## config.mk

```make
export PLATFORM = sky130hd
export DESIGN_NAME = pmrd_decode
export DESIGN_NICKNAME = d
export VERILOG_FILES = /design/src/design/physical_memory_region_decoder_assert.svh /design/src/design/pmrd_pkg.sv /design/src/design/pmrd_decode.sv
export SDC_FILE = /design/constraint.sdc
export NUM_CORES = 1
export LEC_CHECK = 0
export BUFFER_PORTS_ARGS = -buffer_cell sky130_fd_sc_hd__buf_2
export CAP_MARGIN = 20
export CORE_UTILIZATION = 46
export DETAILED_ROUTE_END_ITERATION = 8
export PLACE_DENSITY = 0.78
export SLEW_MARGIN = 15
export SYNTH_ARGS = -nofsm -noshare
export SYNTH_HDL_FRONTEND = slang
export SYNTH_SLANG_ARGS = --single-unit
```

## constraint.sdc

```tcl
create_clock -name i_clk -period 6.7 [get_ports i_clk]
set_input_delay 1.005 -clock i_clk [delete_from_list [all_inputs] [get_ports i_clk]]
set_output_delay 1.005 -clock i_clk [all_outputs]
set_load 0.02 [all_outputs]
```

## src/design/physical_memory_region_decoder_assert.svh

```systemverilog
`ifndef PHYSICAL_MEMORY_REGION_DECODER_ASSERT_SVH
`define PHYSICAL_MEMORY_REGION_DECODER_ASSERT_SVH

// same-cycle implication, sampled on i_clk, off while in reset
`define PMRD_ASSERT_NOW(lbl, ante, cons, msg) \
    lbl: assert property (@(posedge i_clk) disable iff (!i_rst_n) (ante) |-> (cons)) \
        else $error(msg);

// next-cycle implication, sampled on i_clk, off while in reset
`define PMRD_ASSERT_NEXT(lbl, ante, cons, msg) \
    lbl: assert property (@(posedge i_clk) disable iff (!i_rst_n) (ante) |=> (cons)) \
        else $error(msg);

`endif

```

## src/design/pmrd_pkg.sv

```systemverilog
package pmrd_pkg;

    // region sizes in bytes
    localparam int unsigned MAIN_BYTES = 65536;
    localparam int unsigned ROM_BYTES  = 4096;
    localparam int unsigned SRAM_BYTES = 8192;

    // fixed region bases
    localparam logic [31:0] ROM_BASE    = 32'h2000_0000;
    localparam logic [31:0] SRAM_ORIGIN = 32'h0f00_0000;

    // byte banks, one per byte of the widest item
    localparam int unsigned LANES  = 8;
    localparam int unsigned LANE_W = 3;

    // rows of the shared banked store: main, then rom, then sram
    localparam int unsigned MAIN_ROWS  = MAIN_BYTES / LANES;
    localparam int unsigned ROM_ROWS   = ROM_BYTES / LANES;
    localparam int unsigned SRAM_ROWS  = SRAM_BYTES / LANES;
    localparam int unsigned TOTAL_ROWS = MAIN_ROWS + ROM_ROWS + SRAM_ROWS;
    localparam int unsigned ROW_W      = $clog2(TOTAL_ROWS);

    // clearing sweep covers rom and sram rows
    localparam int unsigned CLR_ROWS = ROM_ROWS + SRAM_ROWS;
    localparam int unsigned CLR_W    = $clog2(CLR_ROWS);

    // opcodes
    localparam logic [1:0] OP_READ  = 2'd0;
    localparam logic [1:0] OP_WRITE = 2'd1;
    localparam logic [1:0] OP_LOAD  = 2'd2;
    localparam logic [1:0] OP_RSVD  = 2'd3;

    // status codes
    localparam logic [1:0] ST_DONE   = 2'd0;
    localparam logic [1:0] ST_DEVICE = 2'd1;
    localparam logic [1:0] ST_OOB    = 2'd2;

    // configuration register indexes
    localparam logic CFG_MAIN_BASE = 1'b0;
    localparam logic CFG_DEV_EN    = 1'b1;

    // stream widths
    localparam int unsigned IN_W  = 104;
    localparam int unsigned OUT_W = 72;

    // decoded access, held from acceptance until the result is loaded
    typedef struct packed {
        logic              access;
        logic              write;
        logic [ROW_W-1:0]  row;
        logic [LANE_W-1:0] lane;
        logic [3:0]        len;
        logic [63:0]       wdata;
        logic [1:0]        status;
    } t_req;

endpackage

```

## src/design/pmrd_decode.sv

```systemverilog
module pmrd_decode (
    input  logic          i_clk,
    input  logic          i_load,
    input  logic [1:0]    i_opcode,
    input  logic [31:0]   i_address,
    input  logic [3:0]    i_access_bytes,
    input  logic [63:0]   i_write_data,
    input  logic [31:0]   i_main_base,
    input  logic          i_device_enable,
    output pmrd_pkg::t_req o_req
);
    import pmrd_pkg::*;

    logic [31:0]      off_main, off_rom, off_sram;
    logic             hit_main, hit_rom, hit_sram;
    logic             hit;
    logic [31:0]      sel_off;
    logic [32:0]      sel_size;
    logic [ROW_W-1:0] sel_row_base;
    logic [32:0]      end_sum;
    logic             len_ok;
    logic             op_ok;
    t_req             n_req;
    t_req             r_req;

    // region offsets and hits
    assign off_main = i_address - i_main_base;
    assign off_rom  = i_address - ROM_BASE;
    assign off_sram = i_address - SRAM_ORIGIN;
    assign hit_main = off_main < 32'(MAIN_BYTES);
    assign hit_rom  = (i_opcode != OP_WRITE) && (off_rom < 32'(ROM_BYTES));
    assign hit_sram = off_sram < 32'(SRAM_BYTES);
    assign hit      = hit_main || hit_rom || hit_sram;

    // region priority: main, rom, sram
    always_comb begin
        priority if (hit_main) begin
            sel_off      = off_main;
            sel_size     = 33'(MAIN_BYTES);
            sel_row_base = '0;
        end else if (hit_rom) begin
            sel_off      = off_rom;
            sel_size     = 33'(ROM_BYTES);
            sel_row_base = ROW_W'(MAIN_ROWS);
        end else begin
            sel_off      = off_sram;
            sel_size     = 33'(SRAM_BYTES);
            sel_row_base = ROW_W'(MAIN_ROWS + ROM_ROWS);
        end
    end

    assign end_sum = {1'b0, sel_off} + 33'(i_access_bytes);
    assign len_ok  = (i_access_bytes == 4'd1) || (i_access_bytes == 4'd2) ||
                     (i_access_bytes == 4'd4) || (i_access_bytes == 4'd8);
    assign op_ok   = i_opcode != OP_RSVD;

    // status and bank request
    always_comb begin
        n_req.write = i_opcode != OP_READ;
        n_req.row   = sel_row_base + ROW_W'(sel_off >> LANE_W);
        n_req.lane  = sel_off[LANE_W-1:0];
        n_req.len   = i_access_bytes;
        n_req.wdata = i_write_data;
        priority if (!op_ok || !len_ok) begin
            n_req.status = ST_OOB;
        end else if (!hit) begin
            n_req.status = i_device_enable ? ST_DEVICE : ST_OOB;
        end else if (end_sum > sel_size) begin
            n_req.status = ST_OOB;
        end else begin
            n_req.status = ST_DONE;
        end
        n_req.access = n_req.status == ST_DONE;
    end

    always_ff @(posedge i_clk) begin
        if (i_load) begin
            r_req <= n_req;
        end
    end

    assign o_req = r_req;

endmodule

```

==> impl_metrics.py <==
metrics = {
    "run_status": {
        "status": "complete, but fails checks",
        "violations": "negative setup slack",
    },
    "synth": {
        "yosysTopAreaCell": "edfxtp_1",
        "synth_enable_flop_cells": 89,
        "synth_area_leaders": "edfxtp_1 44%, ha_1 8.8%, a21oi_1 3.7%",
        "synthCells": 605,
        "synthArstFlopShare_pct": 0,
        "synth_mux_area_share_pct": 3.45,
        "synthAdderAreaFrac_pct": 9.48,
        "synthFlopType": "edfxtp_1",
        "synth_top_family_by_area": "compound AO/OA/AOI/OAI gates",
        "synth-seq-cells": 89,
        "yosys.area_share.simple_pct": 15.0,
        "yosysTopAreaCellShare_pct": 43.8,
        "ys_seq_area_share_pct": 43.8,
        "post_synth.cell_area_avg_sq_um": 10.1,
        "synth_nets": 787,
        "synth.distinct_cells": 64,
        "synth_compound_area_share_pct": 18.2,
        "ys_warn_count": 0,
        "synth_xor_area_share_pct": 5.60,
        "syn_area_sq_um": 6100,
    },
    "critical_path": {
        "path_delay_family": "compound AO/OA/AOI/OAI gates",
        "cp.buffers_inverters": 5,
        "startpoint_type": "input port",
        "crit_type": "input port to flip-flop",
        "max_stage_delay_ns": 0.36,
        "crit_required_ns": 6.79,
        "crit_fanout": 4,
        "cp-end-kind": "flip-flop",
        "crit_arrival_ns": 6.93,
        "crit_path_top_delay_cell": "fa_2",
    },
    "cts": {
        "clock-root-buffer": "clkbuf_16",
        "cts_buffer_depth": 2,
        "cts_made_buffers": 9,
        "cts_max_level": 3,
        "cts_tree": "yes",
        "cts.sinks": 89,
        "clkTransAtPathRegs_ns": 0.06,
    },
    "detailed_routing": {
        "dr.pass1.iters": 4,
        "wl_per_cell_microns": 15.9,
        "vias": 6123,
        "routed_wl_microns": 18300,
        "via_per_inst": 5.32,
        "drc_errors": 0,
        "ant_nets": 0,
        "drt_first_iter_violations": 443,
    },
    "floorplanning": {
        "die_height_microns": 117,
        "core_area_sq_um": 12800,
        "io-pin-count": 226,
        "rows": 41,
        "die_w_microns": 117,
        "dieArea_sq_um": 13700,
        "start_util_pct": 47.7,
    },
    "timing": {
        "layout_setup_ws_ns": -0.141,
        "maxSlewViolCount": 0,
        "timing.fmax_mhz": 146,
        "period_minus_slack_ns": 6.84,
        "maxSlewHeadroom_pct": 29.0,
        "finalSetupViolations": 1,
        "hold_slack_ns": 0.846,
        "hold_viol": 0,
        "tightest_slew_ns": 1.07,
        "timing.final.crit_share_pct": 102,
        "rsz0062_at_grt": "true",
    },
    "power": {
        "p_int_mw": 1.18,
        "seq_power_share_pct": 39.5,
        "irDropWorstVdd_v": 0.000124,
        "power_density_nw_per_um2": 192,
        "p_sw_share_pct": 30.9,
        "clock_power_share_pct": 26.5,
        "power_mw": 1.70,
        "leakage_nw": 4.10,
        "combinationalPowerShare_pct": 34.0,
        "power.switching_uw": 526,
    },
    "run": {
        "cap_violations": 0,
    },
    "global_routing": {
        "grt.total_usage_pct": 26.7,
        "grt_max_degree": 90,
        "grt_first_pass_wirelength_microns": 27800,
        "grt_pass1_vias": 5651,
        "antenna_found_initial": 0,
        "grt-ovfl-total": 0,
    },
    "hold_path": {
        "worstHoldStart": "i_write_data[45]",
        "whs_path_depth": 1,
        "hold_path_end": "o_req[47]",
        "holdCritPathClass": "input port to flip-flop",
    },
    "cells_and_area": {
        "design_area_sq_um": 8890,
        "area_delta_synth_final_pct": 45.8,
        "antennaDiodeCount": 0,
        "largest_register_ffs": 89,
        "drive_above_1_share_pct": 43.9,
        "fillers": 986,
        "nNetsFinal": 1156,
    },
    "placed_design": {
        "gp_congestion": 0.945,
        "hpwl_microns": 15400,
        "numPortBuffers": 225,
        "dpl_cell_area_sq_um": 8490,
    },
}
[cell families (layout without fill, tap and decap cells)]
kind of cell	Yosys count	count (layout)
buf+inv	69	443
mux	19	19
xor+xnor	39	39
simple gates	175	175
compound gates	169	169
flops	89	89
fa+ha+maj	45	45
[per-stage QoR]
| step | TNS (ns) | instances | setup WS, ns | utilization [%] |
|---|---|---|---|---|
| after floorplan | -0.524 | 605 | -0.340 | - |
| after global placement | -0.933 | 1129 | -0.546 | 66.5 |
| after detailed placement | -1.21 | 1129 | -0.686 | 66.5 |
| after CTS | -0.0939 | 1149 | -0.0939 | 69.0 |
| after global routing | -0.953 | 1151 | -0.552 | 69.6 |
| final | -0.141 | 1151 | -0.141 | 69.6 |
[worst max-delay path by stage]
stage	start	end	slack (ns)	cells past startpoint
after floorplan	i_address[0]	o_req[1]	-0.34	36
after global placement	i_address[14]	o_req[1]	-0.55	33
after detailed placement	i_address[0]	o_req[1]	-0.69	34
after CTS	i_address[0]	o_req[1]	-0.09	34
after global routing	i_address[0]	o_req[1]	-0.55	34
final	i_address[0]	o_req[1]	-0.14	34
[timing repair]
| action | in CTS | in global routing |
|---|---|---|
| gates resized for setup | 8 | 9 |
| setup buffers | 4 | 2 |
| hold buffers | 0 | 0 |
| pin swaps | 25 | 3 |
| setup endpoints to repair | 2 | 2 |
[layout by cell type, fill, tap and decap left out, types with 8 or more instances in the layout]
master     count
buf_4        153
clkbuf_16      9
nand4_1       10
a211oi_1       8
o21ai_0       27
and3_1         9
o21ai_1        9
ha_1          41
xnor2_1       24
a21o_1        12
xor2_1        15
nand2_1       45
mux2_2        10
inv_1         45
nor2_1        23
edfxtp_1      89
buf_2        223
a21oi_1       45
o21a_1        11
nor3_1        14
nand3_1       22
nor2b_1       10
[power groups by stage]
| stage | logic [mW] | registers (mW) | clock network (mW) |
|---|---|---|---|
| 2_1_floorplan | 0.236 | 0.744 | 0 |
| 3_3_place_gp | 0.555 | 0.683 | 0 |
| 3_5_place_dp | 0.562 | 0.685 | 0 |
| 4_1_cts | 0.568 | 0.673 | 0.464 |
| 5_1_grt | 0.629 | 0.678 | 0.487 |
| 6_report | 0.579 | 0.673 | 0.451 |
[cells in the mapped netlist, types with 4 or more instances]
cell      count
inv_1        48
ha_1         43
nand3_1      22
nor4_1        5
xor2_1       15
mux2i_1       6
o221ai_1      4
xnor2_1      24
edfxtp_1     89
nor2_1       23
and4_1        7
a21o_1       12
a31oi_1       6
nand2b_1      7
o211ai_1      7
o21ai_1       8
a21oi_1      45
mux2_2       10
nor3_1       14
a211oi_1     10
o21ai_0      28
or3_1         5
clkbuf_1     15
o21a_1       11
nand2_1      45
nor2b_1      10
nand4_1      10
and3_1        9
and2_1        7
[per-layer routing]
layer / GRT usage [%] / part of all wire [%] / vias up
met2: 48.6 / 50 / 238
met3: 3.86 / 7.0 / 46
met4: 10.9 / 3.6 / 0
met5: 0 / 0 / -
met1: 31.5 / 40 / 2814
li1: - / - / 3025
[final cells by class]
cell class | instances | area [sq um] | share of cell area (%)
Clock buffer | 9 | 225 | 2.53
Clock inverter | 7 | 48.8 | 0.549
Inverter | 50 | 200 | 2.25
Multi-Input combinational cell | 447 | 3250 | 36.5
Sequential cell | 89 | 2670 | 30.1
Tap cell | 172 | 215 | 2.42
Timing Repair Buffer | 377 | 2280 | 25.7
(Power assumes the default switching activity.)
